===== src/rtl/core/vrpf_pkg.sv =====
// Package for the video RTP payload fragmenter.
// Holds constants, register codes and shared types; no dependencies.
package vrpf_pkg;

	// Packet header geometry
	localparam int HDR_BYTES       = 24;
	localparam int HDR_IDX_W       = 5;
	localparam int MIN_PACKET      = 25;
	localparam int COUNTER_W       = 22;
	localparam logic [31:0] FOURCC_AVC1 = 32'h4156_4331;

	// Frame length width default and the front/back queue depth
	localparam int LENGTH_BITS_DEF = 24;
	localparam int QUEUE_DEPTH     = 2;

	// Configuration port geometry
	localparam int CFG_IDX_W  = 3;
	localparam int CFG_DATA_W = 16;

	// Register indexes
	typedef enum logic [CFG_IDX_W-1:0] {
		REG_MAX_PACKET = 3'd0,
		REG_WIDTH      = 3'd1,
		REG_HEIGHT     = 3'd2,
		REG_RATE       = 3'd3,
		REG_FRACTIONAL = 3'd4,
		REG_INTERLACE  = 3'd5,
		REG_TILE       = 3'd6
	} cfg_reg_t;

	// Register file contents
	typedef struct packed {
		logic [15:0] max_packet_bytes;
		logic [15:0] frame_width;
		logic [15:0] frame_height;
		logic [9:0]  frame_rate;
		logic        fractional_rate;
		logic [2:0]  interlace_mode;
		logic [9:0]  tile_index;
	} cfg_t;

	// Per-beat classification made by the front
	typedef struct packed {
		logic hdr;
		logic pend;
		logic fend;
	} flags_t;

	// Queue head status seen by the back
	typedef struct packed {
		logic valid;
		logic pop;
	} queue_ctl_t;

endpackage


===== src/rtl/core/vrpf_ifs.sv =====
// Channel interfaces of the fragmenter: payload in, packets out, register writes.
// Depends on vrpf_pkg.
interface vrpf_in_if;
	logic        valid;
	logic        ready;
	logic [7:0]  data_byte;
	logic [23:0] frame_bytes;

	modport source (output valid, data_byte, frame_bytes, input ready);
	modport sink   (input valid, data_byte, frame_bytes, output ready);
endinterface

interface vrpf_out_if;
	logic       valid;
	logic       ready;
	logic [7:0] out_byte;
	logic       packet_end;
	logic       frame_end;

	modport source (output valid, out_byte, packet_end, frame_end, input ready);
	modport sink   (input valid, out_byte, packet_end, frame_end, output ready);
endinterface

interface vrpf_cfg_if;
	logic                              valid;
	logic                              ready;
	logic [vrpf_pkg::CFG_IDX_W-1:0]    index;
	logic [vrpf_pkg::CFG_DATA_W-1:0]   data;

	modport source (output valid, index, data, input ready);
	modport sink   (input valid, index, data, output ready);
endinterface


===== src/rtl/core/vrpf_regs.sv =====
// Configuration register file of the fragmenter.
// Depends on vrpf_pkg and vrpf_cfg_if.
module vrpf_regs (
	input  logic               clk,
	input  logic               arst_n,
	vrpf_cfg_if.sink           cfg,
	output vrpf_pkg::cfg_t     regs
);

	vrpf_pkg::cfg_t regs_q;
	logic           wr;

	assign cfg.ready = 1'b1;
	assign wr        = cfg.valid & cfg.ready;
	assign regs      = regs_q;

	// Register writes; unknown indexes are dropped
	always_ff @(posedge clk or negedge arst_n) begin
		if (!arst_n) begin
			regs_q.max_packet_bytes <= 16'd1436;
			regs_q.frame_width      <= '0;
			regs_q.frame_height     <= '0;
			regs_q.frame_rate       <= 10'd25;
			regs_q.fractional_rate  <= 1'b0;
			regs_q.interlace_mode   <= '0;
			regs_q.tile_index       <= '0;
		end else if (wr) begin
			case (vrpf_pkg::cfg_reg_t'(cfg.index))
				vrpf_pkg::REG_MAX_PACKET: regs_q.max_packet_bytes <= cfg.data;
				vrpf_pkg::REG_WIDTH:      regs_q.frame_width      <= cfg.data;
				vrpf_pkg::REG_HEIGHT:     regs_q.frame_height     <= cfg.data;
				vrpf_pkg::REG_RATE:       regs_q.frame_rate       <= cfg.data[9:0];
				vrpf_pkg::REG_FRACTIONAL: regs_q.fractional_rate  <= cfg.data[0];
				vrpf_pkg::REG_INTERLACE:  regs_q.interlace_mode   <= cfg.data[2:0];
				vrpf_pkg::REG_TILE:       regs_q.tile_index       <= cfg.data[9:0];
				default: ;
			endcase
		end
	end

endmodule


===== src/rtl/core/vrpf_front.sv =====
// Front of the fragmenter: tracks frame and packet position and classifies
// each payload beat. Depends on vrpf_pkg and vrpf_in_if.
module vrpf_front #(
	parameter int LENGTH_BITS = vrpf_pkg::LENGTH_BITS_DEF,
	parameter int ENTRY_W     = 8 + 3 + 2 * LENGTH_BITS + vrpf_pkg::COUNTER_W
) (
	input  logic               clk,
	input  logic               arst_n,
	vrpf_in_if.sink            payload,
	input  vrpf_pkg::cfg_t     regs,
	input  logic               full,
	output logic               push,
	output logic [ENTRY_W-1:0] entry
);

	logic                             in_frame_q;
	logic [LENGTH_BITS-1:0]           length_q;
	logic [LENGTH_BITS-1:0]           offset_q;
	logic [LENGTH_BITS-1:0]           remain_q;
	logic [15:0]                      room_q;
	logic [vrpf_pkg::COUNTER_W-1:0]   counter_q;

	logic [LENGTH_BITS-1:0]           len_in;
	logic [LENGTH_BITS-1:0]           len_cur;
	logic [LENGTH_BITS-1:0]           off_cur;
	logic [LENGTH_BITS-1:0]           rem_cur;
	logic [15:0]                      room_cur;
	logic [15:0]                      limit;
	logic [15:0]                      cap;
	logic [15:0]                      room;
	logic [15:0]                      room_n;
	logic [LENGTH_BITS-1:0]           rem_n;
	vrpf_pkg::flags_t                 flags;

	assign payload.ready = ~full;
	assign push          = payload.valid & ~full;

	// Current position; a new frame starts from its first beat
	always_comb begin
		len_in   = LENGTH_BITS'(payload.frame_bytes);
		if (len_in == '0) begin
			len_in = LENGTH_BITS'(1);
		end
		len_cur  = in_frame_q ? length_q : len_in;
		off_cur  = in_frame_q ? offset_q : '0;
		rem_cur  = in_frame_q ? remain_q : len_in;
		room_cur = in_frame_q ? room_q   : '0;
	end

	// Packet sizing when a header is due
	always_comb begin
		limit      = (regs.max_packet_bytes < 16'(vrpf_pkg::MIN_PACKET)) ?
			16'(vrpf_pkg::MIN_PACKET) : regs.max_packet_bytes;
		cap        = limit - 16'(vrpf_pkg::HDR_BYTES);
		flags.hdr  = (room_cur == '0);
		if (flags.hdr) begin
			room = (rem_cur < LENGTH_BITS'(cap)) ? rem_cur[15:0] : cap;
		end else begin
			room = room_cur;
		end
		room_n     = room - 16'd1;
		rem_n      = rem_cur - LENGTH_BITS'(1);
		flags.pend = (room_n == '0);
		flags.fend = (rem_n == '0);
	end

	assign entry = {payload.data_byte, flags, off_cur, len_cur, counter_q};

	// Position state
	always_ff @(posedge clk or negedge arst_n) begin
		if (!arst_n) begin
			in_frame_q <= 1'b0;
			length_q   <= '0;
			offset_q   <= '0;
			remain_q   <= '0;
			room_q     <= '0;
			counter_q  <= '0;
		end else if (push) begin
			if (flags.fend) begin
				in_frame_q <= 1'b0;
				offset_q   <= '0;
				room_q     <= '0;
				counter_q  <= counter_q + 1'b1;
			end else begin
				in_frame_q <= 1'b1;
				length_q   <= len_cur;
				offset_q   <= off_cur + LENGTH_BITS'(1);
				remain_q   <= rem_n;
				room_q     <= room_n;
			end
		end
	end

endmodule


===== src/rtl/core/vrpf_queue.sv =====
// Short register queue between front and back of the fragmenter.
// Depends on vrpf_pkg.
module vrpf_queue #(
	parameter int WIDTH = 8,
	parameter int DEPTH = vrpf_pkg::QUEUE_DEPTH
) (
	input  logic                       clk,
	input  logic                       arst_n,
	input  logic                       push,
	input  logic [WIDTH-1:0]           wdata,
	output logic                       full,
	input  logic                       pop,
	output vrpf_pkg::queue_ctl_t       head,
	output logic [WIDTH-1:0]           rdata,
	output logic [$clog2(DEPTH+1)-1:0] count
);

	localparam int PTR_W = (DEPTH > 1) ? $clog2(DEPTH) : 1;
	localparam int CNT_W = $clog2(DEPTH + 1);

	logic [WIDTH-1:0] slot_q [DEPTH];
	logic [PTR_W-1:0] wr_ptr_q;
	logic [PTR_W-1:0] rd_ptr_q;
	logic [CNT_W-1:0] count_q;
	logic             do_pop;

	assign full       = (count_q == CNT_W'(DEPTH));
	assign head.valid = (count_q != '0);
	assign do_pop     = pop & head.valid;
	assign head.pop   = do_pop;
	assign rdata      = slot_q[rd_ptr_q];
	assign count      = count_q;

	// Entry storage
	always_ff @(posedge clk) begin
		if (push) begin
			slot_q[wr_ptr_q] <= wdata;
		end
	end

	// Pointers and fill count
	always_ff @(posedge clk or negedge arst_n) begin
		if (!arst_n) begin
			wr_ptr_q <= '0;
			rd_ptr_q <= '0;
			count_q  <= '0;
		end else begin
			if (push) begin
				wr_ptr_q <= (wr_ptr_q == PTR_W'(DEPTH - 1)) ? '0 : wr_ptr_q + 1'b1;
			end
			if (do_pop) begin
				rd_ptr_q <= (rd_ptr_q == PTR_W'(DEPTH - 1)) ? '0 : rd_ptr_q + 1'b1;
			end
			count_q <= count_q + CNT_W'(push) - CNT_W'(do_pop);
		end
	end

endmodule


===== src/rtl/core/vrpf_back.sv =====
// Back of the fragmenter: sends the 24 header bytes where a packet starts,
// then the payload beat, through an output register. Depends on vrpf_pkg, vrpf_out_if.
module vrpf_back #(
	parameter int LENGTH_BITS = vrpf_pkg::LENGTH_BITS_DEF,
	parameter int ENTRY_W     = 8 + 3 + 2 * LENGTH_BITS + vrpf_pkg::COUNTER_W
) (
	input  logic                 clk,
	input  logic                 arst_n,
	input  vrpf_pkg::cfg_t       regs,
	input  vrpf_pkg::queue_ctl_t head,
	input  logic [ENTRY_W-1:0]   entry,
	output logic                 pop,
	vrpf_out_if.source           packet
);

	logic [7:0]                      data_byte;
	vrpf_pkg::flags_t                flags;
	logic [LENGTH_BITS-1:0]          offset;
	logic [LENGTH_BITS-1:0]          length;
	logic [vrpf_pkg::COUNTER_W-1:0]  counter;

	logic [vrpf_pkg::HDR_IDX_W-1:0]  hdr_idx_q;
	logic                            out_valid_q;
	logic [7:0]                      out_byte_q;
	logic                            pend_q;
	logic                            fend_q;

	logic                            load;
	logic                            in_hdr;
	logic [31:0]                     word;
	logic [7:0]                      hbyte;

	assign {data_byte, flags, offset, length, counter} = entry;

	assign load   = head.valid & (~out_valid_q | packet.ready);
	assign in_hdr = flags.hdr & (hdr_idx_q != 5'(vrpf_pkg::HDR_BYTES));
	assign pop    = load & ~in_hdr;

	// Header word and byte select, most significant byte first
	always_comb begin
		case (hdr_idx_q[4:2])
			3'd0:    word = {regs.tile_index, counter};
			3'd1:    word = 32'(offset);
			3'd2:    word = 32'(length);
			3'd3:    word = {regs.frame_width, regs.frame_height};
			3'd4:    word = vrpf_pkg::FOURCC_AVC1;
			3'd5:    word = {regs.interlace_mode, regs.frame_rate, 3'b000, 1'b1,
				regs.fractional_rate, 14'd0};
			default: word = '0;
		endcase
		case (hdr_idx_q[1:0])
			2'd0:    hbyte = word[31:24];
			2'd1:    hbyte = word[23:16];
			2'd2:    hbyte = word[15:8];
			default: hbyte = word[7:0];
		endcase
	end

	// Header byte counter
	always_ff @(posedge clk or negedge arst_n) begin
		if (!arst_n) begin
			hdr_idx_q <= '0;
		end else if (load) begin
			hdr_idx_q <= in_hdr ? hdr_idx_q + 1'b1 : '0;
		end
	end

	// Output register control
	always_ff @(posedge clk or negedge arst_n) begin
		if (!arst_n) begin
			out_valid_q <= 1'b0;
		end else if (load) begin
			out_valid_q <= 1'b1;
		end else if (packet.ready) begin
			out_valid_q <= 1'b0;
		end
	end

	// Output register payload
	always_ff @(posedge clk) begin
		if (load) begin
			out_byte_q <= in_hdr ? hbyte : data_byte;
			pend_q     <= ~in_hdr & flags.pend;
			fend_q     <= ~in_hdr & flags.fend;
		end
	end

	assign packet.valid      = out_valid_q;
	assign packet.out_byte   = out_byte_q;
	assign packet.packet_end = pend_q;
	assign packet.frame_end  = fend_q;

endmodule


===== src/rtl/core/video_rtp_payload_fragmenter.sv =====
// Top level of the video RTP payload fragmenter.
// Depends on vrpf_pkg, the channel interfaces, vrpf_regs, vrpf_front, vrpf_queue, vrpf_back.
//
// Usage:
//   payload : one frame byte per beat; frame_bytes is read at the first beat
//             of each frame (zero counts as one).
//   packet  : packet bytes; each packet is a 24-byte header followed by up to
//             max(max_packet_bytes, 25)-24 payload bytes. packet_end marks a packet's
//             last byte, frame_end the last byte of a frame.
//   cfg     : register writes (index, data), always ready; write only while
//             the block is idle.
// Order: a payload beat passes through the queue into the output register; when it
//   opens a packet, the 24 header bytes are loaded ahead of it. The receiver can take
//   each loaded beat from the output register.
// Throughput: one output beat per cycle while packet.ready is high. The header of a
//   packet is generated by the back stage from a 5-bit byte counter; while it is sent
//   the two-entry queue fills and payload stalls.
// Reset: registers take their reset values, the frame counter clears and the
//   next beat starts a new frame. When packet.ready is low the output register
//   holds its beat, the queue fills and payload.ready falls.
module video_rtp_payload_fragmenter #(
	parameter int LENGTH_BITS = vrpf_pkg::LENGTH_BITS_DEF
) (
	input  logic        clk,
	input  logic        arst_n,
	vrpf_in_if.sink     payload,
	vrpf_out_if.source  packet,
	vrpf_cfg_if.sink    cfg
);

	localparam int ENTRY_W = 8 + 3 + 2 * LENGTH_BITS + vrpf_pkg::COUNTER_W;
	localparam int DEPTH   = vrpf_pkg::QUEUE_DEPTH;

	vrpf_pkg::cfg_t                regs;
	vrpf_pkg::queue_ctl_t          head;
	logic                          push;
	logic                          full;
	logic                          pop;
	logic [ENTRY_W-1:0]            wentry;
	logic [ENTRY_W-1:0]            rentry;
	logic [$clog2(DEPTH+1)-1:0]    count;

	vrpf_regs u_regs (
		.clk    (clk),
		.arst_n (arst_n),
		.cfg    (cfg),
		.regs   (regs)
	);

	vrpf_front #(.LENGTH_BITS(LENGTH_BITS), .ENTRY_W(ENTRY_W)) u_front (
		.clk     (clk),
		.arst_n  (arst_n),
		.payload (payload),
		.regs    (regs),
		.full    (full),
		.push    (push),
		.entry   (wentry)
	);

	vrpf_queue #(.WIDTH(ENTRY_W), .DEPTH(DEPTH)) u_queue (
		.clk    (clk),
		.arst_n (arst_n),
		.push   (push),
		.wdata  (wentry),
		.full   (full),
		.pop    (pop),
		.head   (head),
		.rdata  (rentry),
		.count  (count)
	);

	vrpf_back #(.LENGTH_BITS(LENGTH_BITS), .ENTRY_W(ENTRY_W)) u_back (
		.clk    (clk),
		.arst_n (arst_n),
		.regs   (regs),
		.head   (head),
		.entry  (rentry),
		.pop    (pop),
		.packet (packet)
	);

	// The end of a frame always closes its packet
	a_fend_pend: assert property (@(posedge clk) disable iff (!arst_n)
		packet.valid && packet.frame_end |-> packet.packet_end)
		else $error("frame_end without packet_end");

	// Queue never overfills
	a_queue_bound: assert property (@(posedge clk) disable iff (!arst_n)
		count <= ($clog2(DEPTH+1))'(DEPTH))
		else $error("queue count out of range");

	// A pop only happens while an entry is present
	a_pop_valid: assert property (@(posedge clk) disable iff (!arst_n)
		head.pop |-> head.valid && count != '0)
		else $error("pop from empty queue");

endmodule


===== src/flat_wrapper.sv =====
// flat-port wrapper written by rule: the top's interface ports become plain ports
module video_rtp_payload_fragmenter_flat 
#(
	parameter int LENGTH_BITS = vrpf_pkg::LENGTH_BITS_DEF
)
  (clk, arst_n, payload_valid, payload_data_byte, payload_frame_bytes, payload_ready, packet_valid, packet_out_byte, packet_packet_end, packet_frame_end, packet_ready, cfg_valid, cfg_index, cfg_data, cfg_ready);
  vrpf_in_if payload_i ();
  vrpf_out_if packet_i ();
  vrpf_cfg_if cfg_i ();
  input  logic clk;
  input  logic arst_n;
  input wire logic [$bits(payload_i.valid)-1:0] payload_valid;
  input wire logic [$bits(payload_i.data_byte)-1:0] payload_data_byte;
  input wire logic [$bits(payload_i.frame_bytes)-1:0] payload_frame_bytes;
  output wire logic [$bits(payload_i.ready)-1:0] payload_ready;
  output wire logic [$bits(packet_i.valid)-1:0] packet_valid;
  output wire logic [$bits(packet_i.out_byte)-1:0] packet_out_byte;
  output wire logic [$bits(packet_i.packet_end)-1:0] packet_packet_end;
  output wire logic [$bits(packet_i.frame_end)-1:0] packet_frame_end;
  input wire logic [$bits(packet_i.ready)-1:0] packet_ready;
  input wire logic [$bits(cfg_i.valid)-1:0] cfg_valid;
  input wire logic [$bits(cfg_i.index)-1:0] cfg_index;
  input wire logic [$bits(cfg_i.data)-1:0] cfg_data;
  output wire logic [$bits(cfg_i.ready)-1:0] cfg_ready;
  assign payload_i.valid = payload_valid;
  assign payload_i.data_byte = payload_data_byte;
  assign payload_i.frame_bytes = payload_frame_bytes;
  assign payload_ready = payload_i.ready;
  assign packet_valid = packet_i.valid;
  assign packet_out_byte = packet_i.out_byte;
  assign packet_packet_end = packet_i.packet_end;
  assign packet_frame_end = packet_i.frame_end;
  assign packet_i.ready = packet_ready;
  assign cfg_i.valid = cfg_valid;
  assign cfg_i.index = cfg_index;
  assign cfg_i.data = cfg_data;
  assign cfg_ready = cfg_i.ready;
  video_rtp_payload_fragmenter #(.LENGTH_BITS(LENGTH_BITS)) u_core (.clk(clk), .arst_n(arst_n), .payload(payload_i), .packet(packet_i), .cfg(cfg_i));
endmodule

===== config.mk =====
export PLATFORM = sky130hd
export DESIGN_NAME = video_rtp_payload_fragmenter_flat
export DESIGN_NICKNAME = d
export VERILOG_FILES = /design/src/rtl/core/vrpf_pkg.sv /design/src/rtl/core/vrpf_ifs.sv /design/src/rtl/core/vrpf_regs.sv /design/src/rtl/core/vrpf_front.sv /design/src/rtl/core/vrpf_queue.sv /design/src/rtl/core/vrpf_back.sv /design/src/rtl/core/video_rtp_payload_fragmenter.sv /design/src/flat_wrapper.sv
export SDC_FILE = /design/constraint.sdc
export NUM_CORES = 1
export LEC_CHECK = 0
export ABC_AREA = 1
export BUFFER_PORTS_ARGS = -buffer_cell sky130_fd_sc_hd__buf_2
export CAP_MARGIN = 5
export CORE_ASPECT_RATIO = 0.6
export CORE_UTILIZATION = 67
export DETAILED_ROUTE_END_ITERATION = 8
export PLACE_DENSITY = 0.92
export SYNTH_ARGS = -nofsm -noshare
export SYNTH_HDL_FRONTEND = slang
export SYNTH_HIERARCHICAL = 1
export SYNTH_SLANG_ARGS = --single-unit

===== constraint.sdc =====
create_clock -name clk -period 8.8 [get_ports clk]
set_clock_uncertainty 0.05 [all_clocks]
set_input_delay 0.88 -clock clk [delete_from_list [all_inputs] [get_ports clk]]
set_output_delay 0.88 -clock clk [all_outputs]
set_load 0.02 [all_outputs]

==> run summary, run 1 <==
Failing checks - design-rule violations
CP endpoint - u_core/u_queue/slot_q[0][71]
Buffer depth of the longest clock path - 3
Fin crit period - 5800 ps
RR Endpoint - u_core/u_queue/slot_q[0][71]
Critical path startpoint - u_core/u_regs/regs[66]
DRT Pass-1 Iters - 8
Layout Area Growth over Synthesis - 7.55%
CP Capture Type - flop
# rows - 47
Io pins - 69
Number of global-route vias before repair - 15,317
Layout cells sized above 1 - 0.0877
RSZ-0062 raised after global routing - no
DP HPWL - 39.1 mm
Final WL - 55.8 mm
Residual DRC count - 5
DRT iter0 DRCs - 2,852
Post-Syn Instances - 2,322
Crit-path max cell delay - 570 ps
Worst slew pin tran - 1190 ps
Syn_nets - 2,404
Via density per instance - 6.06
PortBufs - 67
Worst EP required - 9130 ps
Levels on crit path - 32
Total power - 6.99 mW
CP Class - flop to flop
Warnings, synthesis - 6
Initial antenna violation count - 0
Final Net Count - 2,429
GP Congestion - 0.981
Synth Cell Area - 19,100 sq um
Post-CTS Hold Fix Bufs - 0
Worst Reg-to-Reg Cells - 32
Initial core utilization - 0.688
Reg clk slew, reported paths - 70 ps
DR vias - 16,601
PostCTS Resize Cnt - 0
Critical path arrival - 6120 ps
# diodes - 0
Syn_area_per_cell - 8.25 sq um
Die W - 220 um
Leakage power - 9.86 nW
PD cells - 339 nW/um^2
Slowest CP cell - dfstp_2
Clock Tree Root - clkbuf_16
# Max-Cap Violations - 0
VDD IR-drop max - 0.278 mV
Worst Path Buf+Inv - 3
Die area - 29,300 sq um
Core box area - 27,800 sq um
Class of the worst hold path - input pin to asynchronous set/reset pin
Post-CTS Setup Repair Bufs - 0
Final Max Slew Viols - 0
TritonCTS clock tree - built
Clock latency on the worst-skew pair - 540 ps
CTS Buf Count - 34
R2R Setup Slk - 3000 ps
Final period utilization - 0.659
Most Frequent Cell on Critical Path - nand2_1
Number of H-tree levels - 2
Routed Antenna Nets - 0
Post-DR wirelength/cell - 20.4 um
Startpoint types - flop
Top delay family on crit path - simple AND/OR/NAND/NOR gates
Die H - 133 um
Gr usage total - 0.386
Crit-path max FO - 19
Fmax achieved - 172 MHz
Global-route wire length before repair - 84.9 mm
Relative slew slack - 0.207
Launching point of the worst reg2reg path - u_core/u_regs/regs[66]
Total grt overflow - 0
Outcome - complete, but fails checks
Final setup vio count - 0
Largest net degree at the start of global routing - 83
Setup_tns - 0 ps
Clk sinks - 365
Final Hold Fails - 0
==> report_power, final <==
group          leakage [nW]  total, mW  internal [mW]  switching [mW]
combinational          5.32       2.94          0.755            2.19
sequential             3.98       2.50           2.32           0.185
clock                 0.551       1.54          0.892           0.652
==> worst min-delay path by stage <==
| stage | slack [ps] | endpoint | start |
|---|---|---|---|
| floorplan | 390 | u_core/u_regs/regs[13] | u_core/u_regs/regs[13] |
| global placement | 400 | u_core/u_regs/regs[28] | u_core/u_regs/regs[28] |
| detailed placement | 410 | u_core/u_regs/regs[55] | u_core/u_regs/regs[55] |
| CTS | 320 | u_core/u_regs/regs[16] | arst_n |
| global route | 350 | u_core/u_regs/regs[19] | arst_n |
| finish | 290 | u_core/u_regs/regs[19] | arst_n |
==> layout by cell type, fill, tap and decap left out, types with 24 or more instances in the layout <==
cell	count
clkbuf_16	35
edfxtp_1	172
inv_1	182
buf_2	66
nand2_1	989
ha_1	26
o21ai_0	59
nand4_1	54
nor2_1	116
dfrtp_1	183
a21oi_1	24
nand3_1	136
o21ai_1	74
xor2_1	53
nor3_1	25
==> layer usage <==
layer | GRT usage | wire length (um) | up-vias
met5 | 0 | 0 | -
met1 | 0.584 | 23100 | 7766
li1 | - | - | 7515
met2 | 0.496 | 21700 | 1197
met3 | 0.178 | 9690 | 123
met4 | 0.0908 | 1210 | 0
==> worst reg2reg max path, delay by kind of cell (launching register included) <==
family / cells / cell delay [ps]
DFF: 1 / 570
and+or+nand+nor: 21 / 3150
xor gates and xnor gates: 2 / 500
adders and majority gates: 3 / 840
AOI/OAI and AO/OA: 3 / 300
buffers and inverters: 3 / 230
==> through the flow <==
step	cells	hold slack, ps	setup slack [ps]	utilization	area [sq um]
floorplan	2322	391	3360	-	19100
global placement	2678	404	3500	0.700	19500
detailed placement	2678	408	3250	0.700	19500
CTS	2739	324	3190	0.740	20600
global route	2739	351	2630	0.740	20600
finish	2739	292	3000	0.740	20600
==> area by class of cell <==
cell class | count | area (sq um)
clock buffers | 47 | 931
clock inverters | 14 | 199
fillers | 1930 | 7220
inverters | 201 | 756
multi-input cells | 1662 | 7770
flip-flops and latches | 365 | 10000
well taps | 367 | 459
repair buffers | 83 | 464
==> sequential cells by signal, indices dropped and copies added, names as in the netlist, 2 cells and up <==
signal                         cells
u_core/u_queue/count               2
u_core/u_regs/regs                72
u_core/u_front/length_q           24
u_core/u_queue/slot_q            162
u_core/u_front/remain_q           24
u_core/u_back/packet.out_byte      8
u_core/u_front/offset_q           24
u_core/u_front/room_q             16
u_core/u_front/counter_q          22
u_core/u_back/hdr_idx_q            5
No activity file was read; power rests on OpenSTA's default activity.
==> run 2, diff against run 1 <==
Settings changed: CORE_UTILIZATION 67 to 57, PLACE_DENSITY 0.92 to 0.84.
Clock period 8.8 ns to 4.9 ns, I/O delays scaled along.
==> run 2 against run 1 <==
- cell count increased by 4.5%
- register-to-register slack worse by 2800 ps
- combinational power up 92%
- hold slack got worse by 230 ps
- non-clock buffer count up 35
- critical path type unchanged
- highest routed layer is now met5
- the flow now finishes without violations
==> run summary, run 2 (same netlist as run 1, synthesis figures left out) <==
CP Class - flop to flop
Global-route wire length before repair - 85.1 mm (+0.27%)
Most flops, register - u_core/u_queue/slot_q
Max reg flops - 162 (unchanged)
Met3 routed WL - 8.42 mm (-13%)
DR vias - 16,441 (-0.96%)
Outcome - finished clean
Int Pwr - 7.32 mW (+84%)
Switching power - 5.56 mW (+84%)
Final core occ - 0.650 (-0.0904)
Setup WS post-layout - 223 ps (-2780 ps)
Slowest CP cell - dfrtp_1
Fin cells - 2,862 (+4.5%)
Initial core utilization - 0.585 (-0.103)
Top routing layer in use - met5
Crit-path max cell delay - 540 ps (-30 ps)
Layout Area Growth over Synthesis - 11.1%
Clock latency on the worst-skew pair - 540 ps (about the same)
Die W - 239 um (+8.3%)
Fin crit period - 4680 ps (-1120 ps)
VDD IR-drop max - 0.383 mV (+38%)
Routed Antenna Nets - 0 (unchanged)
Total grt overflow - 0 (unchanged)
Critical path arrival - 5000 ps (-1120 ps)
CP Capture Type - flop
Die area - 34,400 sq um (+17%)
Number of H-tree levels - 2 (unchanged)
Worst EP required - 5230 ps (-3900 ps)
Register share of total power - 0.348 (-0.010)
Largest net degree at the start of global routing - 123 (+48%)
Met2 Wirelength - 21.9 mm (+0.61%)
Sw Share - 0.432 (-0.000621)
Via density per instance - 5.74 (-5.2%)
Setup_tns - 0 ps (unchanged)
Clk sinks - 365 (unchanged)
# Max-Cap Violations - 0 (unchanged)
Gr usage total - 0.330 (-0.0556)
Worst Reg-to-Reg Cells - 34 (+6.3%)
CTS Buf Count - 36 (+5.9%)
Placed Area - 19,800 sq um (+1.6%)
Fmax achieved - 214 MHz (+24%)
DRT iter0 DRCs - 2,411 (-15%)
Final period utilization - 0.954 (+0.296)
Critical path startpoint - u_core/u_regs/regs[71]
Final Max Slew Viols - 0 (unchanged)
Reg clk slew, reported paths - 60 ps (about the same)
Relative slew slack - 0.201 (-0.00687)
Launching point of the worst reg2reg path - u_core/u_regs/regs[71]
Class of the worst hold path - input pin to asynchronous set/reset pin
Io pins - 69 (unchanged)
Crit-path max FO - 4 (-15)
Worst slew pin tran - 1200 ps (+10.3 ps)
Leading cell type in the layout, fill and taps excluded - nand2_1
DRT Pass-1 Iters - 7 (-1)
GP Congestion - 1.02 (+4.3%)
Die H - 144 um (+8.3%)
PD cells - 605 nW/um^2 (+78%)
TritonCTS clock tree - built
Final setup vio count - 0 (unchanged)
Startpoint types - flop
Final Hold Fails - 0 (unchanged)
Final Net Count - 2,466 (+1.5%)
Dpl cells - 2,783 (+3.9%)
R2R Setup Slk - 220 ps (-2780 ps)
Post-DR wirelength/cell - 19.7 um (-3.2%)
Design Area, Final - 21,300 sq um (+3.3%)
Layout cells sized above 1 - 0.124 (+0.0363)
Residual DRC count - 0 (-5)
Post-CTS Hold Fix Bufs - 0 (unchanged)
Most frequent cells in the layout - nand2_1, dfrtp_1, inv_1
Top delay family on crit path - simple AND/OR/NAND/NOR gates
PortBufs - 67 (unchanged)
DP HPWL - 40.3 mm (+3.0%)
Core box area - 32,700 sq um (+18%)
# diodes - 0 (unchanged)
Levels on crit path - 34 (+6.3%)
CP endpoint - u_core/u_queue/slot_q[0][71]
Leakage power - 10.1 nW (+2.3%)
Worst Path Buf+Inv - 4 (+1)
Buffer depth of the longest clock path - 3 (unchanged)
# rows - 51 (+8.5%)
Clock Tree Root - clkbuf_16
M1 WL - 25.3 mm (+9.4%)
Final WL - 56.4 mm (+1.2%)
Place WS - -128 ps (-3380 ps)
Comb power frac - 0.439 (+0.018)
Number of global-route vias before repair - 14,704 (-4.0%)
RR Endpoint - u_core/u_queue/slot_q[0][71]
Most Frequent Cell on Critical Path - nand2_1
Clock share of power - 0.213 (-0.008)
Initial antenna violation count - 3 (+3)
==> run 2: changes by cell type in the layout (fill, tap and decap cells not counted), moves of 6 or more <==
cell,before,now
nor2_4,7,13
buf_4,16,45
nand3_1,136,129
nor2_1,116,105
nand2_1,989,970
nand2_2,13,32
==> run 2: what timing repair did <==
action,CTS,global route
pin swaps,3,26
gates resized for setup,5,58
endpoints found under the setup margin,2,10
buffers inserted,3,10
==> run 2: stage by stage <==
step / hold WS, ps / total power, mW
after floorplan: 144 / 8.00
after global placement: 403 / 9.56
after detailed placement: 408 / 9.65
after CTS: 77.4 / 12.4
after global routing: 79.5 / 13.6
final: 57.4 / 12.9
==> run 2: cell type report <==
type / count / area (sq um)
fillers: 2780 / 11500
clock inverters: 19 / 168
multi-input cells: 1662 / 8010
well taps: 450 / 563
clock buffers: 47 / 983
repair buffers: 118 / 788
flip-flops and latches: 365 / 10000
inverters: 201 / 756
==> run 2: how the worst min path moves through the flow <==
stage	from	end	cells past startpoint
2_1_floorplan	arst_n	u_core/u_back/hdr_idx_q[0]	0
3_3_place_gp	u_core/u_regs/regs[27]	u_core/u_regs/regs[27]	2
3_5_place_dp	u_core/u_regs/regs[27]	u_core/u_regs/regs[27]	2
4_1_cts	payload_data_byte[0]	u_core/u_queue/slot_q[0][73]	1
5_1_grt	payload_data_byte[0]	u_core/u_queue/slot_q[0][73]	1
6_report	arst_n	u_core/u_regs/regs[1]	1
==> run 2: worst register-to-register path, delay by kind of cell (launching register included) <==
family	cells	cell delay, ps
flops	1	540
buf+inv	4	400
simple gates	26	2730
fa+ha+maj	2	480
compound gates	1	160
xor+xnor	1	190
==> run 2: per-layer routing <==
metal / global-route usage / up-vias
met5: 0 / -
met4: 0.0543 / 4
met3: 0.130 / 95
met2: 0.428 / 974
met1: 0.514 / 7781
li1: - / 7587
==> run 2: power groups by stage <==
stage / registers, mW / clock network (mW) / logic (mW)
finish: 4.48 / 2.75 / 5.65
detailed placement: 4.52 / 0 / 5.13
CTS: 4.47 / 2.78 / 5.19
global placement: 4.49 / 0 / 5.07
floorplan: 4.51 / 0 / 3.50
global route: 4.55 / 2.90 / 6.13
